===== src/rtl/weighted_track_mixer_macros.svh =====
// ---------------------------------------------------------------------------
// weighted_track_mixer assertion macros
// concurrent checks, empty when synthesised
// ---------------------------------------------------------------------------
`ifndef WEIGHTED_TRACK_MIXER_MACROS_SVH
`define WEIGHTED_TRACK_MIXER_MACROS_SVH

`ifndef SYNTHESIS

// consequent must hold in the same cycle as the antecedent
`define WTM_ASSERT_IMPLIES(lbl, clk, rst_n, ante, cons) \
    lbl: assert property (@(posedge clk) disable iff (!rst_n) (ante) |-> (cons)) \
        else $error("weighted_track_mixer: same-cycle check failed");

// consequent must hold in the cycle after the antecedent
`define WTM_ASSERT_NEXT(lbl, clk, rst_n, ante, cons) \
    lbl: assert property (@(posedge clk) disable iff (!rst_n) (ante) |=> (cons)) \
        else $error("weighted_track_mixer: next-cycle check failed");

`else

`define WTM_ASSERT_IMPLIES(lbl, clk, rst_n, ante, cons)
`define WTM_ASSERT_NEXT(lbl, clk, rst_n, ante, cons)

`endif

`endif


===== src/rtl/wtm_pkg.sv =====
`timescale 1ns / 1ps
`default_nettype none
// ---------------------------------------------------------------------------
// wtm_pkg
// widths, register indexes and pipeline types of the track mixer
// ---------------------------------------------------------------------------
package wtm_pkg;

    localparam int NUM_TRACKS   = 4;
    localparam int FIELD_TRACKS = 4;
    localparam int LANES        = (NUM_TRACKS < FIELD_TRACKS) ? NUM_TRACKS : FIELD_TRACKS;

    localparam int SAMPLE_W = 16;
    localparam int VOL_W    = 16;
    localparam int FRAC_W   = 12;
    localparam int TC_W     = 3;
    localparam int CFG_IDX_W = 3;
    localparam int CFG_DATA_W = 16;

    localparam int PROD_W = SAMPLE_W + VOL_W + 1;
    localparam int SUM_W  = PROD_W + $clog2(NUM_TRACKS) + 1;
    localparam int MAG_W  = SUM_W - FRAC_W;

    localparam int DIV_STEPS  = 8;
    localparam int DIV_STAGES = (MAG_W + DIV_STEPS - 1) / DIV_STEPS;
    localparam int QW         = DIV_STAGES * DIV_STEPS;

    // lanes, merge, divider stages, output register
    localparam int NSTG = DIV_STAGES + 3;

    localparam logic [CFG_IDX_W-1:0] REG_TRACK_COUNT = CFG_IDX_W'(0);
    localparam logic [CFG_IDX_W-1:0] REG_VOLUME0     = CFG_IDX_W'(1);

    localparam logic [TC_W-1:0]  TRACK_COUNT_RST = TC_W'(1);
    localparam logic [VOL_W-1:0] VOLUME_RST      = VOL_W'(4096);

    localparam logic [QW-1:0] POS_LIMIT = QW'(32767);
    localparam logic [QW-1:0] NEG_LIMIT = QW'(32768);

    typedef logic signed [PROD_W-1:0] prod_t;

    typedef struct packed {
        logic                     last;
        logic signed [SUM_W-1:0]  sum;
    } mrg_t;

    typedef struct packed {
        logic            neg;
        logic            last;
        logic [TC_W-1:0] rem;
        logic [QW-1:0]   num;
    } div_t;

endpackage
`default_nettype wire


===== src/rtl/wtm_div_stage.sv =====
`timescale 1ns / 1ps
`default_nettype none
// ---------------------------------------------------------------------------
// wtm_div_stage
// restoring division by the track count, eight quotient bits per stage
// ---------------------------------------------------------------------------
module wtm_div_stage (
    input  wire logic                      clk,
    input  wire logic                      en,
    input  wire logic [wtm_pkg::TC_W-1:0]  divisor,
    input  wire wtm_pkg::div_t             d_in,
    output wtm_pkg::div_t                  d_out
);
    import wtm_pkg::*;

    div_t d_reg;
    div_t d_next;

    always_comb
    begin
        logic [TC_W:0] trial;
        d_next = d_in;
        for (int s = 0; s < DIV_STEPS; s++)
        begin
            trial       = {d_next.rem, d_next.num[QW-1]};
            d_next.num  = {d_next.num[QW-2:0], 1'b0};
            if (trial >= {1'b0, divisor})
            begin
                d_next.rem    = TC_W'(trial - {1'b0, divisor});
                d_next.num[0] = 1'b1;
            end
            else
            begin
                d_next.rem = trial[TC_W-1:0];
            end
        end
    end

    always_ff @(posedge clk)
    begin
        if (en)
        begin
            d_reg <= d_next;
        end
    end

    assign d_out = d_reg;

endmodule
`default_nettype wire


===== config.mk =====
export PLATFORM = sky130hd
export DESIGN_NAME = wtm_div_stage
export DESIGN_NICKNAME = d
export VERILOG_FILES = /design/src/rtl/weighted_track_mixer_macros.svh /design/src/rtl/wtm_pkg.sv /design/src/rtl/wtm_div_stage.sv
export SDC_FILE = /design/constraint.sdc
export NUM_CORES = 1
export LEC_CHECK = 0
export ABC_AREA = 1
export CAP_MARGIN = 25
export CELL_PAD_IN_SITES_DETAIL_PLACEMENT = 0
export CELL_PAD_IN_SITES_GLOBAL_PLACEMENT = 1
export CORE_MARGIN = 1
export CORE_UTILIZATION = 43
export CTS_CLUSTER_DIAMETER = 40
export CTS_CLUSTER_SIZE = 24
export DETAILED_ROUTE_END_ITERATION = 12
export DONT_BUFFER_PORTS = 1
export PLACE_DENSITY_LB_ADDON = 0.1
export SETUP_SLACK_MARGIN = 0.5
export SLEW_MARGIN = 20
export SYNTH_ARGS = -nofsm -noshare
export SYNTH_HDL_FRONTEND = slang
export SYNTH_SLANG_ARGS = --single-unit

===== constraint.sdc =====
create_clock -name clk -period 10.3 [get_ports clk]
set_clock_uncertainty 0.1 [all_clocks]
set_input_delay 2.06 -clock clk [delete_from_list [all_inputs] [get_ports clk]]
set_output_delay 2.06 -clock clk [all_outputs]
set_load 0.05 [all_outputs]

==> results.cfg <==
[outcome]
status = finished, final reports clean

[yosys]
synth_top_area_share_pct = 38.1
synth_edf_count = 29
async_flop_share_pct = 0
synth_top_cell_by_area = edfxtp_1
ys_seq_area_share_pct = 38.1
yosysWarningCount = 0
yosysMostFrequentCell = nand2_1
avgSynthCellArea_sq_um = 9.38
syn_inst = 244
synth_cell_type_count = 23
synthFlopType = edfxtp_1
synthTopCellsByArea = edfxtp_1, ha_1, nand2_1
synth_seq_cells = 29
syn_nets = 310
syn-cell-area_sq_um = 2290
synth_common_cells = nand2_1, inv_1, edfxtp_1

[critical_path]
critPathSlowestCell = fa_2
worst_setup_path_start_kind = primary input
crit_path_frequent_cell = nand2_2
crit_path_max_incr_delay_ps = 410
cp_max_fo = 7
cp.buffers_inverters = 14
cp_data_required_time_ps = 10230
crit_family = simple AND/OR/NAND/NOR gates
critPathCaptureType = register
critPathArrivalTime_ps = 9590
crit_type = in2reg

[hold_path]
holdPathStages = 0
holdCritStartpoint = d_in[1]
hold_path_end = d_out[9]
hold_path.class = in2reg

[floorplan]
die_w_microns = 75.0
floorplan.rows = 26
core_sq_um = 5110
initial_core_util_pct = 44.8
dieArea_sq_um = 5620
ios = 63
fp.dieH_microns = 75.0

[global_routing]
grt_max_degree = 30
track_usage_pct = 18.1
grt_pass1_wl_microns = 7390
antenna_found_initial = 0
grt_pass1_vias = 1544
grt-ovfl-total = 0

[route]
drt-pass1-iter-count = 4
drtAntennaViolNets = 0
drt-initial-drc-count = 41
via_count = 1693
wl_per_cell_microns = 13.5
wl_microns = 4760
drc_errors = 0
viasPerCell = 4.80

[sta]
hold_viol_final = 0
fin_crit_sh_pct = 93.8
max_slew_margin_pct = 67.9
max_freq_ghz = 0.104
period_needed_ps = 9660
tightestPinTransition_ps = 482
fin_tns_setup_ps = 0
setup_viol = 0
rsz0062_at_grt = true
final-max-slew-violation-count = 0

[final_layout]
final_nets = 348
largest_reg_flops = 29
synthToLayoutAreaGrowth_pct = 30.7
antenna_cells = 0
drive_above_1_share_pct = 44.2
fin_util_pct = 58.6

[clocking]
cts_tree = yes
clk_path_buf_depth = 2
hold_buffers = 0
clock-sinks = 29
numCtsBuffers = 5
ctsHtreeMaxLevel = 2
root_buffer = clkbuf_8
clkTransAtPathRegs_ps = 70

[placement]
dp_hpwl_microns = 3690
place.port_buffers = 0
gp_congestion = 0.759

[job]
cap_violations = 0
==> cells in the final DEF (no fill, tap or decap), types with 2 or more instances in the layout <==
cell | netlist | routed
inv_1 | 49 | 34
nand2_1 | 51 | 30
buf_4 | 0 | 30
edfxtp_1 | 29 | 29
nand2_2 | 4 | 23
ha_1 | 24 | 19
nor2_1 | 18 | 13
inv_2 | 1 | 13
nand3_1 | 15 | 13
nor2_2 | 4 | 8
fa_2 | 0 | 8
nand3_2 | 6 | 7
nand3_4 | 6 | 7
nand2_4 | 4 | 6
xnor2_1 | 6 | 6
nand4_1 | 5 | 5
ha_4 | 0 | 5
clkbuf_8 | 0 | 5
o21ai_0 | 5 | 4
o21ai_4 | 0 | 2
xor2_1 | 2 | 2
a21oi_4 | 0 | 2
clkinvlp_4 | 0 | 2
==> what timing repair did <==
| item | in CTS | in global routing |
|---|---|---|
| pin swaps | 6 | 42 |
| buffers inserted | 5 | 9 |
| resized for setup | 3 | 43 |
| endpoints found under the setup margin | 4 | 4 |
==> metrics by stage <==
step | hold WS, ps | instances | setup slack [ps] | cell area [sq um]
after floorplan | 2060 | 244 | 501 | 2370
after global placement | 2060 | 331 | 77.6 | 2590
after detailed placement | 2060 | 331 | 63.5 | 2590
after CTS | 1770 | 344 | 504 | 2760
after global routing | 1760 | 353 | 147 | 2990
final | 1780 | 353 | 642 | 2990
==> logic make-up after synthesis <==
kind of cell,synth area share [%]
DFF,38.1
adders and majority gates,20.1
and+or+nand+nor,27.3
AOI/OAI and AO/OA,3.23
buffers and inverters,8.20
xor gates and xnor gates,3.06
==> how the worst max path moves through the flow <==
stage / start / end / slack [ps] / depth (start not counted)
4_1_cts: d_in[23] / d_out[25] / 500 / 66
2_1_floorplan: divisor[1] / d_out[25] / 500 / 62
3_5_place_dp: d_in[23] / d_out[25] / 60 / 66
5_1_grt: d_in[23] / d_out[25] / 150 / 66
3_3_place_gp: d_in[23] / d_out[25] / 80 / 67
6_report: d_in[23] / d_out[25] / 640 / 65
==> layer usage <==
layer	GRT usage [%]	part of all wire, %
met4	5.66	1.1
met5	0	0
met2	32.2	53
met3	3.35	3.5
met1	22.0	42
==> final cells by class <==
cell class	instances	area [sq um]
Inverter	50	220
Tap cell	70	87.6
Timing Repair Buffer	31	236
Multi-Input combinational cell	165	1470
Fill cell	473	2120
Clock inverter	3	41.3
Sequential cell	29	871
Clock buffer	5	68.8
Power is left out: the tool's default activity adds up to more than one toggle a clock period on the data nets, which glitch-free logic cannot reach.
