File: src/rtl/weighted_track_mixer_macros.svh
// ---------------------------------------------------------------------------
// weighted_track_mixer assertion macros
// concurrent checks, empty when synthesised
// ---------------------------------------------------------------------------
`ifndef WEIGHTED_TRACK_MIXER_MACROS_SVH
`define WEIGHTED_TRACK_MIXER_MACROS_SVH

`ifndef SYNTHESIS

// consequent must hold in the same cycle as the antecedent
`define WTM_ASSERT_IMPLIES(lbl, clk, rst_n, ante, cons) \
    lbl: assert property (@(posedge clk) disable iff (!rst_n) (ante) |-> (cons)) \
        else $error("weighted_track_mixer: same-cycle check failed");

// consequent must hold in the cycle after the antecedent
`define WTM_ASSERT_NEXT(lbl, clk, rst_n, ante, cons) \
    lbl: assert property (@(posedge clk) disable iff (!rst_n) (ante) |=> (cons)) \
        else $error("weighted_track_mixer: next-cycle check failed");

`else

`define WTM_ASSERT_IMPLIES(lbl, clk, rst_n, ante, cons)
`define WTM_ASSERT_NEXT(lbl, clk, rst_n, ante, cons)

`endif

`endif

File: src/rtl/wtm_pkg.sv
`timescale 1ns / 1ps
`default_nettype none
// ---------------------------------------------------------------------------
// wtm_pkg
// widths, register indexes and pipeline types of the track mixer
// ---------------------------------------------------------------------------
package wtm_pkg;

    localparam int NUM_TRACKS   = 4;
    localparam int FIELD_TRACKS = 4;
    localparam int LANES        = (NUM_TRACKS < FIELD_TRACKS) ? NUM_TRACKS : FIELD_TRACKS;

    localparam int SAMPLE_W = 16;
    localparam int VOL_W    = 16;
    localparam int FRAC_W   = 12;
    localparam int TC_W     = 3;
    localparam int CFG_IDX_W = 3;
    localparam int CFG_DATA_W = 16;

    localparam int PROD_W = SAMPLE_W + VOL_W + 1;
    localparam int SUM_W  = PROD_W + $clog2(NUM_TRACKS) + 1;
    localparam int MAG_W  = SUM_W - FRAC_W;

    localparam int DIV_STEPS  = 8;
    localparam int DIV_STAGES = (MAG_W + DIV_STEPS - 1) / DIV_STEPS;
    localparam int QW         = DIV_STAGES * DIV_STEPS;

    // lanes, merge, divider stages, output register
    localparam int NSTG = DIV_STAGES + 3;

    localparam logic [CFG_IDX_W-1:0] REG_TRACK_COUNT = CFG_IDX_W'(0);
    localparam logic [CFG_IDX_W-1:0] REG_VOLUME0     = CFG_IDX_W'(1);

    localparam logic [TC_W-1:0]  TRACK_COUNT_RST = TC_W'(1);
    localparam logic [VOL_W-1:0] VOLUME_RST      = VOL_W'(4096);

    localparam logic [QW-1:0] POS_LIMIT = QW'(32767);
    localparam logic [QW-1:0] NEG_LIMIT = QW'(32768);

    typedef logic signed [PROD_W-1:0] prod_t;

    typedef struct packed {
        logic                     last;
        logic signed [SUM_W-1:0]  sum;
    } mrg_t;

    typedef struct packed {
        logic            neg;
        logic            last;
        logic [TC_W-1:0] rem;
        logic [QW-1:0]   num;
    } div_t;

endpackage
`default_nettype wire

File: src/rtl/wtm_merge.sv
`timescale 1ns / 1ps
`default_nettype none
// ---------------------------------------------------------------------------
// wtm_merge
// adds the lane products into one exact sum
// ---------------------------------------------------------------------------
module wtm_merge (
    input  wire logic           clk,
    input  wire logic           en,
    input  wire wtm_pkg::prod_t products [wtm_pkg::LANES],
    input  wire logic           last_in,
    output wtm_pkg::mrg_t       merged
);
    import wtm_pkg::*;

    mrg_t merged_reg;
    mrg_t merged_next;

    always_comb
    begin
        merged_next.last = last_in;
        merged_next.sum  = '0;
        for (int i = 0; i < LANES; i++)
        begin
            merged_next.sum = merged_next.sum + SUM_W'(products[i]);
        end
    end

    always_ff @(posedge clk)
    begin
        if (en)
        begin
            merged_reg <= merged_next;
        end
    end

    assign merged = merged_reg;

endmodule
`default_nettype wire

File: config.mk
export PLATFORM = sky130hd
export DESIGN_NAME = wtm_merge
export DESIGN_NICKNAME = d
export VERILOG_FILES = /design/src/rtl/weighted_track_mixer_macros.svh /design/src/rtl/wtm_pkg.sv /design/src/rtl/wtm_merge.sv
export SDC_FILE = /design/constraint.sdc
export NUM_CORES = 1
export LEC_CHECK = 0
export BUFFER_PORTS_ARGS = -buffer_cell sky130_fd_sc_hd__clkbuf_2
export CAP_MARGIN = 20
export CELL_PAD_IN_SITES_DETAIL_PLACEMENT = 1
export CELL_PAD_IN_SITES_GLOBAL_PLACEMENT = 1
export CORE_MARGIN = 2
export CORE_UTILIZATION = 30
export CTS_CLUSTER_DIAMETER = 150
export DETAILED_ROUTE_END_ITERATION = 10
export HOLD_SLACK_MARGIN = 0.1
export MAX_ROUTING_LAYER = met4
export PLACE_DENSITY = 0.74
export SETUP_SLACK_MARGIN = 0.1
export SLEW_MARGIN = 30
export SYNTH_ARGS = -nofsm -noshare
export SYNTH_HDL_FRONTEND = slang
export SYNTH_SLANG_ARGS = --single-unit
File: constraint.sdc
create_clock -name clk -period 4.1 [get_ports clk]
set_input_delay 0.205 -clock clk [delete_from_list [all_inputs] [get_ports clk]]
set_output_delay 0.205 -clock clk [all_outputs]
set_load 0.02 [all_outputs]
==> out/metrics.cfg <==
[clock_network]
clock_path_buffers=2
cts.reportedPaths.clkPinSlew_ns=0.06
cts_sinks=37
cts_inserted_buffers=5
post_cts.resized_instances=0
htree_levels=2
cts.root.buffer_cell=sky130_fd_sc_hd__clkbuf_16
cts_tree=done

[placed_design]
port-buffer-count=171
hpwl_mm=11.2
place_congestion=0.867

[drt]
detail_route.drc_violations=0
routedLengthMet1_mm=5.71
met3WireLength_um=805
via_count=4426
top_signal_layer_used=met4
postRouteAntennaNets=0
initialDrtViolationCount=159
route.detailed.vias_per_inst=4.54
detail_route.first_pass.iterations=6
wl_met2_mm=6.22
postRouteWirelength_mm=12.8
post_detailed_route_wirelength_per_cell_um=13.1

[final_layout]
final_layout_size_suffix_gt1_share_pct=24.9
syn_to_final_growth_pct=23.7
design.final.nets=991
largest_reg_flops=37
postLayoutCoreUtil_pct=38.1
final.fill_count=2052
mostFrequentLayoutCell=sky130_fd_sc_hd__inv_1
area.sequential_um2=1110
multi_input_comb_area_um2=3250
antennaDiodeCount=0
highest_count_cells_in_the_layout_ignoring_fill_and_taps=sky130_fd_sc_hd__inv_1, sky130_fd_sc_hd__clkbuf_2, sky130_fd_sc_hd__fa_1, sky130_fd_sc_hd__edfxtp_1, sky130_fd_sc_hd__a21oi_1

[floorplan]
io_pins=172
die_h_um=135
die_outline_area_um2=18200
placement_rows=47
core_um2=16700
die-width_um=135
initial_utilization_pct=30.8

[global_route]
remaining_global_route_overflow=0
track_usage_pct=14.9
antenna_violations_before_repair=0
grt_pass1_vias=4690
grt_first_pass_wirelength_mm=21.6
maximum_number_of_pins_on_one_net_before_global_route_repair=38

[setup_path]
critical_path_arrival_ns=3.54
timing.critical_path.slowest_cell_delay_ns=0.53
cpLargestDelayFamily=adder cells
critical_path.max_fanout=3
crit_path_top_delay_cell=sky130_fd_sc_hd__fa_1
setup.worst_path.start_class=input pin
crit_type=input pin to flip-flop
cp_data_required_time_ns=4.18
worstPathCellList=clkbuf_2 -> inv_1 -> fa_1 -> inv_1 -> fa_1 -> ha_1 -> inv_1 -> fa_1 -> nor2b_1 -> o21bai_1 -> a21oi_1 -> o211ai_1 -> a21oi_1 -> nor3_1 -> a311oi_1
timing.critical_path.to_type=flip-flop
timing.critical_path.buf_inv=4

[power]
ir_drop_worst_vdd_v=0.000214
total_leakage_power_uw=0.00348
power-per-cell-area_nw_per_um2=510

[logic_synthesis]
count_of_flip_flops_with_a_built_in_enable_after_synthesis=37
count_of_distinct_cell_types_in_the_synthesized_netlist=52
yosys_most_used_dff=sky130_fd_sc_hd__edfxtp_1
yosys_warnings=0
post_synth_inst_count=589
synth_top_cell_area_share_pct=26.0
post_synth.cell_area_avg_um2=8.75
ys_top_cells_by_area=sky130_fd_sc_hd__fa_1, sky130_fd_sc_hd__edfxtp_1, sky130_fd_sc_hd__inv_1
synth_net_count=826
ys_ff_latch=37
post_synth_instance_area_um2=5150
synthDominantAreaCellType=sky130_fd_sc_hd__fa_1
async_reset_ff_share_pct=0
proportion_of_synthesized_chip_area_in_sequential_cells_pct=21.6

[timing]
unrepaired_setup_endpoints_after_global_routing=false
period_needed_ns=3.47
finalHoldViolations=0
timing_worst_slew_pin_value_ns=0.575
finalCritPeriodShare_pct=84.5
slew_headroom_pct=61.7
finalSetupViolCount=0
slew_viol_final=0
fmax_ghz=0.289
tns_ns=0

[flow_run]
max-cap-violations=0

[status]
run_status=completed

[worst_hold_path]
hp-class=input pin to flip-flop

synth_stat cells, types with 3 or more instances:
master                       n
sky130_fd_sc_hd__buf_2       5
sky130_fd_sc_hd__a31oi_1     3
sky130_fd_sc_hd__a41oi_1     3
sky130_fd_sc_hd__clkbuf_2    3
sky130_fd_sc_hd__xnor2_1    18
sky130_fd_sc_hd__a311oi_1    4
sky130_fd_sc_hd__nor4_1      3
sky130_fd_sc_hd__a211oi_1    4
sky130_fd_sc_hd__nand4_1     9
sky130_fd_sc_hd__xor2_1      7
sky130_fd_sc_hd__o21ai_0    16
sky130_fd_sc_hd__inv_1     194
sky130_fd_sc_hd__clkbuf_1    5
sky130_fd_sc_hd__or3_1       4
sky130_fd_sc_hd__a21o_1     15
sky130_fd_sc_hd__o21ai_1     4
sky130_fd_sc_hd__o21a_1      3
sky130_fd_sc_hd__nor2_1     28
sky130_fd_sc_hd__and2_1      4
sky130_fd_sc_hd__ha_1       35
sky130_fd_sc_hd__nor3_1      5
sky130_fd_sc_hd__edfxtp_1   37
sky130_fd_sc_hd__a21oi_1    36
sky130_fd_sc_hd__fa_1       67
sky130_fd_sc_hd__nand2_1    29
sky130_fd_sc_hd__nand3_1     9
sky130_fd_sc_hd__o21bai_1    8
per-layer routing:
layer | vias up | track usage, %
met5 | - | -
met4 | 0 | 2.08
met3 | 6 | 2.36
met2 | 132 | 25.6
met1 | 2120 | 19.0
li1 | 2168 | -
timing repair:
item	in CTS	in global routing
hold buffers	1	0
setup buffers	0	0
setup endpoints to repair	0	0
endpoints found under the hold margin	1	0
path summary, 6_finish.rpt:
path,start,end,slack (ns),cells past startpoint
setup / recovery,products[1],merged[29],0.63,15
hold / removal,products[99],merged[0],0.23,2
through the flow:
step / setup WS (ns) / hold WS [ns] / total power (uW) / instances / cell area (um^2)
final: 0.634 / 0.228 / 3250 / 975 / 6370
after global routing: 0.435 / 0.243 / 3580 / 975 / 6370
after CTS: 0.677 / 0.228 / 3300 / 975 / 6370
after detailed placement: 0.418 / 0.385 / 2900 / 966 / 6220
after global placement: 0.413 / 0.385 / 2850 / 966 / 6220
after floorplan: 0.930 / 0.304 / 2270 / 589 / 5150
report_power, final:
group | total [uW] | switching [uW] | internal (uW)
Sequential | 736 | 49.8 | 687
Combinational | 2130 | 1310 | 824
Clock | 383 | 159 | 223
Total | 3250 | 1520 | 1730
area by class of cell:
| cell class | count | area share, % |
|---|---|---|
| timing repair buffer | 172 | 13.6 |
| tap | 220 | 4.32 |
| clock inverter | 3 | 0.275 |
| inverter | 194 | 11.4 |
| multi-input combinational | 344 | 50.9 |
| clock buffer | 5 | 1.96 |
| sequential | 37 | 17.4 |
cell families (layout without fill, tap and decap cells):
family | after synthesis | count (layout) | share of synthesized area, %
AOI/OAI and AO/OA | 109 | 109 | 13.7
xor gates and xnor gates | 25 | 25 | 4.25
adders and majority gates | 102 | 102 | 34.5
buffers and inverters | 208 | 374 | 15.4
DFF | 37 | 37 | 21.6
muxes | 2 | 2 | 0.413
and+or+nand+nor | 106 | 106 | 10.1
(Power assumes the default switching activity.)
