===== config.mk =====
export PLATFORM = sky130hd
export DESIGN_NAME = wtm_lane
export DESIGN_NICKNAME = d
export VERILOG_FILES = /design/src/rtl/weighted_track_mixer_macros.svh /design/src/rtl/wtm_pkg.sv /design/src/rtl/wtm_lane.sv
export SDC_FILE = /design/constraint.sdc
export NUM_CORES = 1
export LEC_CHECK = 0
export BUFFER_PORTS_ARGS = -buffer_cell sky130_fd_sc_hd__buf_2
export CELL_PAD_IN_SITES_DETAIL_PLACEMENT = 0
export CELL_PAD_IN_SITES_GLOBAL_PLACEMENT = 1
export CORE_MARGIN = 2
export CORE_UTILIZATION = 45
export DETAILED_ROUTE_END_ITERATION = 8
export PLACE_DENSITY = 0.84
export SLEW_MARGIN = 10
export SYNTH_ARGS = -nofsm -noshare
export SYNTH_HDL_FRONTEND = slang
export SYNTH_SLANG_ARGS = --single-unit

===== constraint.sdc =====
create_clock -name clk -period 7.8 [get_ports clk]
set_input_delay 1.56 -clock clk [delete_from_list [all_inputs] [get_ports clk]]
set_output_delay 1.56 -clock clk [all_outputs]
set_load 0.05 [all_outputs]

===== src/rtl/weighted_track_mixer_macros.svh =====
// ---------------------------------------------------------------------------
// weighted_track_mixer assertion macros
// concurrent checks, empty when synthesised
// ---------------------------------------------------------------------------
`ifndef WEIGHTED_TRACK_MIXER_MACROS_SVH
`define WEIGHTED_TRACK_MIXER_MACROS_SVH

`ifndef SYNTHESIS

// consequent must hold in the same cycle as the antecedent
`define WTM_ASSERT_IMPLIES(lbl, clk, rst_n, ante, cons) \
    lbl: assert property (@(posedge clk) disable iff (!rst_n) (ante) |-> (cons)) \
        else $error("weighted_track_mixer: same-cycle check failed");

// consequent must hold in the cycle after the antecedent
`define WTM_ASSERT_NEXT(lbl, clk, rst_n, ante, cons) \
    lbl: assert property (@(posedge clk) disable iff (!rst_n) (ante) |=> (cons)) \
        else $error("weighted_track_mixer: next-cycle check failed");

`else

`define WTM_ASSERT_IMPLIES(lbl, clk, rst_n, ante, cons)
`define WTM_ASSERT_NEXT(lbl, clk, rst_n, ante, cons)

`endif

`endif


===== src/rtl/wtm_pkg.sv =====
`timescale 1ns / 1ps
`default_nettype none
// ---------------------------------------------------------------------------
// wtm_pkg
// widths, register indexes and pipeline types of the track mixer
// ---------------------------------------------------------------------------
package wtm_pkg;

    localparam int NUM_TRACKS   = 4;
    localparam int FIELD_TRACKS = 4;
    localparam int LANES        = (NUM_TRACKS < FIELD_TRACKS) ? NUM_TRACKS : FIELD_TRACKS;

    localparam int SAMPLE_W = 16;
    localparam int VOL_W    = 16;
    localparam int FRAC_W   = 12;
    localparam int TC_W     = 3;
    localparam int CFG_IDX_W = 3;
    localparam int CFG_DATA_W = 16;

    localparam int PROD_W = SAMPLE_W + VOL_W + 1;
    localparam int SUM_W  = PROD_W + $clog2(NUM_TRACKS) + 1;
    localparam int MAG_W  = SUM_W - FRAC_W;

    localparam int DIV_STEPS  = 8;
    localparam int DIV_STAGES = (MAG_W + DIV_STEPS - 1) / DIV_STEPS;
    localparam int QW         = DIV_STAGES * DIV_STEPS;

    // lanes, merge, divider stages, output register
    localparam int NSTG = DIV_STAGES + 3;

    localparam logic [CFG_IDX_W-1:0] REG_TRACK_COUNT = CFG_IDX_W'(0);
    localparam logic [CFG_IDX_W-1:0] REG_VOLUME0     = CFG_IDX_W'(1);

    localparam logic [TC_W-1:0]  TRACK_COUNT_RST = TC_W'(1);
    localparam logic [VOL_W-1:0] VOLUME_RST      = VOL_W'(4096);

    localparam logic [QW-1:0] POS_LIMIT = QW'(32767);
    localparam logic [QW-1:0] NEG_LIMIT = QW'(32768);

    typedef logic signed [PROD_W-1:0] prod_t;

    typedef struct packed {
        logic                     last;
        logic signed [SUM_W-1:0]  sum;
    } mrg_t;

    typedef struct packed {
        logic            neg;
        logic            last;
        logic [TC_W-1:0] rem;
        logic [QW-1:0]   num;
    } div_t;

endpackage
`default_nettype wire


===== src/rtl/wtm_lane.sv =====
`timescale 1ns / 1ps
`default_nettype none
// ---------------------------------------------------------------------------
// wtm_lane
// one track lane: gated sample times volume, registered product
// ---------------------------------------------------------------------------
module wtm_lane (
    input  wire logic                               clk,
    input  wire logic                               en,
    input  wire logic signed [wtm_pkg::SAMPLE_W-1:0] sample,
    input  wire logic [wtm_pkg::VOL_W-1:0]          volume,
    input  wire logic                               take,
    output wtm_pkg::prod_t                          product
);
    import wtm_pkg::*;

    prod_t product_reg;
    prod_t product_next;

    always_comb
    begin
        if (take)
        begin
            // both operands widened to the product width before the multiply
            product_next = prod_t'(sample) * prod_t'($signed({1'b0, volume}));
        end
        else
        begin
            product_next = '0;
        end
    end

    always_ff @(posedge clk)
    begin
        if (en)
        begin
            product_reg <= product_next;
        end
    end

    assign product = product_reg;

endmodule
`default_nettype wire


==> reports/qor.yml, run 1 <==
run_status:
  outcome: "complete, no violations"
clocking:
  ctsLongestPathBuffers: 2
  cts_tree: "yes"
  cts.clk_slew.worst_paths_ns: 0.05
  cts-hold-fix-buffers: 0
  cts_buffers: 5
  cts_resized: 0
  post_cts_buffers: 0
  cts_sinks: 33
  h-tree-depth: 2
  root_buffer: "clkbuf_16"
sta:
  setup-tns-final_ns: 0
  min_period_over_period_pct: 90.7
  rsz0062_at_grt: "no"
  period_needed_ns: 7.08
  setup_ws_ns: 0.725
  clock.fmax_mhz: 141
  max_slew_margin_pct: 48.8
  setup_viol: 0
  tightest_slew_ns: 0.768
  hold_violations: 0
  drv_slew: 0
synth:
  synth_edf_count: 33
  synthTopCellsByArea: "fa_1 (38%), ha_1 (15%), edfxtp_1 (9.7%), inv_1 (9.4%), and2_1 (7.4%)"
  synthDistinctLibCells: 54
  ys_async_sr_fraction_pct: 0
  yosys_warnings: 0
  ys.flop_type: "edfxtp_1"
  syn_nets: 1497
  synthMuxAreaShare_pct: 0.585
  yosys.area_share.simple_pct: 17.7
  avgSynthCellArea_um2: 8.95
  synthXorXnorAreaFrac_pct: 1.19
  yosys.area.top_type_share_pct: 37.8
  synthAdderAreaFrac_pct: 52.7
  synth_top_family_by_area: "adder cells"
  synth_top_cell_by_area: "fa_1"
  yosysSeqAreaShare_pct: 9.66
  ys_seq_elements: 33
  syn_inst: 1146
  synth-compound-area-share_pct: 7.06
  syn_area_um2: 10300
die:
  coreArea_um2: 22500
  io_pins: 68
  die_area_um2: 24000
  initial_core_util_pct: 45.6
  num_rows: 55
  die_y_um: 155
  die_w_um: 155
cells_and_area:
  areaGrowthSynthToFinish_pct: 6.94
  largest_reg_flops: 33
  final_area_um2: 11000
  fin_cells: 1470
  n_antenna_cell: 0
  final_cell_mix: "inv_1 (258), fa_1 (194), nand2_1 (155)"
  mostFrequentLayoutCell: "inv_1"
  fin_nets: 1535
  post_route_cells_drive_above_1_share_pct: 7.26
placement:
  placed_area_um2: 10800
  place.gp.congestion: 0.882
  hpwlAfterDp_um: 19700
  dp_slack_ns: 0.463
  port_buffers: 67
  dp_cells: 1462
routing:
  drc: 0
  wl_per_cell_um: 15.8
  ant_nets: 0
  first_pass_iters: 5
  initialDrtViolationCount: 403
  vias: 7752
  viasPerCell: 5.27
  drt-total-wl_um: 23300
critical_path:
  crit_top_cell: "fa_1"
  cp_max_fo: 16
  critical_path_class: "in2reg"
  cp_slowest_cell: "fa_1"
  path_delay_family: "adder cells"
  startpoint_type: "primary input"
  path_cells: "buf_2 > nand2_1 > fa_1 > inv_1 > fa_1 > inv_1 > fa_1 > inv_1 > fa_1 > fa_1 > inv_1 > fa_1 > inv_1 > ha_1 > and2_1 > and3_1 > nand3_1 > a2111oi_1 > o31a_1 > nor3_2"
  cp.required_ns: 7.81
  slowest_delay_ns: 0.55
  arrival_ns: 7.09
  critical_path_buf_inv_count: 6
  end_kind: "flop"
global_routing:
  grt_util_met3_pct: 2.73
  globalRouteOverflowTotal: 0
  antenna_found_initial: 0
  globalRouteMet2Util_pct: 36.3
  gr-max-usage-layer: "met2"
  grt_max_degree: 34
  grt_pass1_wl_um: 39700
  grt_pass1_vias: 8173
  use_met1_pct: 27.3
  grt_usage_pct: 20.6
run:
  maxCapViolCount: 0
min_path:
  min-delay-path-class: "in2reg"
[metrics by stage]
step	hold WS [ns]	utilization, %
finish	1.81	48.8
global placement	2.10	48.2
global route	1.82	48.8
detailed placement	2.10	48.2
floorplan	1.67	-
CTS	1.82	48.8
[area by class of cell]
type                       instances  area [um^2]
clock buffer                       8          136
fill                            2189        11500
inverter                         259          972
multi-input combinational        812         8140
sequential                        33          991
tap                              285          357
timing repair buffer              73          380
[final timing paths]
check	slack, ns	endpoint	cells past startpoint	startpoint
max	0.72	product[31]	20	volume[7]
min	1.81	product[0]	2	volume[0]
[logic make-up after synthesis]
| family | after synthesis |
|---|---|
| AND/OR/NAND/NOR | 368 |
| flip-flops | 33 |
| AO/OA/AOI/OAI | 108 |
| buffers and inverters | 301 |
| multiplexers | 6 |
| adder cells (fa/ha/maj) | 316 |
| XOR/XNOR | 14 |
[synthesized netlist by cell type, types with 14 or more instances]
cell type    n
and2_1     121
nand2b_1    15
ha_1       122
nand2_1    155
o21ai_0     20
inv_1      258
fa_1       194
nor2_1      32
clkbuf_1    37
a21oi_1     35
nor3_1      14
edfxtp_1    33
[metal layers]
metal	vias to the layer above	wire length [um]
li1	3596	-
met2	153	12000
met1	3973	9940
met4	0	471
met3	30	855
met5	-	0
Power of run 1 is left out: the tool's default activity adds up to more than one toggle a clock period on the data nets, which glitch-free logic cannot reach.
==> run 2, diff against run 1 <==
--- a/config.mk
+++ b/config.mk
@@ -12,6 +12,7 @@
 export CORE_UTILIZATION = 45
 export DETAILED_ROUTE_END_ITERATION = 8
 export PLACE_DENSITY = 0.84
+export REMOVE_ABC_BUFFERS = 1
 export SLEW_MARGIN = 10
 export SYNTH_ARGS = -nofsm -noshare
 export SYNTH_HDL_FRONTEND = slang
==> run 2 against run 1 <==
  * Largest cell class unchanged
  * Hold slack improved by 0.0097 ns
  * Count of clock-buffer cells in the layout fell by 2
  * Critical path depth fell by 2
==> reports/qor.yml, run 2 (synthesis gave the netlist of run 1 again) <==
critical_path:
  end_kind: "flop"
  startpoint_type: "primary input"
  critical_path_class: "in2reg"
  cp.required_ns: 7.80  # about the same
  arrival_ns: 7.04  # -0.05 ns
  cp_max_fo: 9  # -7
sta:
  rsz0062_at_grt: "no"
  min_period_over_period_pct: 90.3  # -0.42 points
  whs_ns: 1.82  # +0.00967 ns
  drv_slew: 0  # unchanged
  setup_ws_ns: 0.758  # +0.0330 ns
  setup_viol: 0  # unchanged
  hold_violations: 0  # unchanged
  clock.fmax_mhz: 142  # +0.47%
  tightest_slew_ns: 0.755  # -0.0125 ns
  period_needed_ns: 7.04  # -0.0330 ns
  setup-tns-final_ns: 0  # unchanged
  max_slew_margin_pct: 49.6  # +0.78 points
routing:
  drc: 0  # unchanged
  wl_per_cell_um: 15.8  # +0.17%
  wl_met3_um: 1060  # +24%
  route.met2.wl_um: 12100  # +0.70%
  viasPerCell: 5.26  # -0.30%
  ant_nets: 0  # unchanged
  first_pass_iters: 5  # unchanged
  drt-total-wl_um: 23300  # +0.31%
  initialDrtViolationCount: 369  # -8.4%
  highest_layer: "met4"
  wl_met1_um: 9820  # -1.2%
  vias: 7739  # -0.17%
clocking:
  post_cts_buffers: 0  # unchanged
  cts.clk_slew.worst_paths_ns: 0.05  # about the same
  cts_buffers: 5  # unchanged
  h-tree-depth: 2  # unchanged
  root_buffer: "clkbuf_16"
  ctsLongestPathBuffers: 2  # unchanged
  cts_tree: "yes"
  cts_sinks: 33  # unchanged
  cts-hold-fix-buffers: 0  # unchanged
  cts_resized: 0  # unchanged
placement:
  dp_slack_ns: 0.482  # +0.0190 ns
  place.gp.congestion: 0.885  # +0.39%
  port_buffers: 67  # unchanged
  hpwlAfterDp_um: 19700  # +0.23%
global_routing:
  antenna_found_initial: 0  # unchanged
  grt_pass1_vias: 8093  # -0.98%
  grt_usage_pct: 20.5  # -0.097 points
  grt_max_degree: 34  # unchanged
  globalRouteOverflowTotal: 0  # unchanged
  grt_pass1_wl_um: 39600  # -0.19%
die:
  die_w_um: 155  # unchanged
  io_pins: 68  # unchanged
  coreArea_um2: 22500  # unchanged
  initial_core_util_pct: 45.6  # unchanged
  die_y_um: 155  # unchanged
  die_area_um2: 24000  # unchanged
  num_rows: 55  # unchanged
cells_and_area:
  areaGrowthSynthToFinish_pct: 7.29
  mostFrequentLayoutCell: "inv_1"
  final_cell_mix: "inv_1 (258), fa_1 (194), nand2_1 (155)"
  post_route_cells_drive_above_1_share_pct: 7.42  # +0.16 points
  fin_nets: 1536  # +0.065%
  largest_reg_flops: 33  # unchanged
min_path:
  min-delay-path-class: "in2reg"
run_status:
  outcome: "complete, no violations"
run:
  maxCapViolCount: 0  # unchanged
[run 2: cell types whose count changed in the layout (fill, tap and decap cells not counted)]
cell / before / now
buf_4: 6 / 7
bufinv_16: 0 / 1
clkbuf_1: 3 / 1
clkinv_1: 1 / 2
diode_2: 0 / 1
[run 2: layout make-up]
type | instances | area (um^2)
antenna | 1 | 2.50
clock buffer | 6 | 129
clock inverter | 2 | 33.8
fill | 2161 | 11500
inverter | 259 | 972
multi-input combinational | 812 | 8140
sequential | 33 | 991
tap | 285 | 357
timing repair buffer | 74 | 388
[run 2: worst max-delay path, stage by stage]
cell and delay (ns):
buf_2 0.09, clkinv_1 0.34, nor2_1 0.24, fa_1 0.46, fa_1 0.45, fa_1 0.54, fa_1 0.44, fa_1 0.49
inv_1 0.05, fa_1 0.47, inv_1 0.04, ha_1 0.37, nand2_1 0.19, nor4_1 0.49, inv_1 0.13, a2111oi_1 0.45
o31a_1 0.19, nor3_2 0.04
[run 2: per-stage QoR]
| stage | utilization, % | area [um^2] | instances |
|---|---|---|---|
| floorplan | - | 10100 | 1104 |
| global placement | 48.2 | 10800 | 1463 |
| detailed placement | 48.2 | 10800 | 1463 |
| CTS | 48.9 | 11000 | 1471 |
| global route | 48.9 | 11000 | 1471 |
| finish | 48.9 | 11000 | 1472 |
[run 2: final timing paths]
| check | startpoint | cells past startpoint | end |
|---|---|---|---|
| max | sample[15] | 18 | product[31] |
| min | sample[0] | 2 | product[0] |
[run 2: per-layer routing]
metal | track usage [%] | up-vias
li1 | - | 3595
met1 | 26.8 | 3930
met2 | 36.9 | 185
met3 | 2.53 | 29
met4 | 4.01 | 0
met5 | 0 | -
Power of run 2 is left out for the same reason.
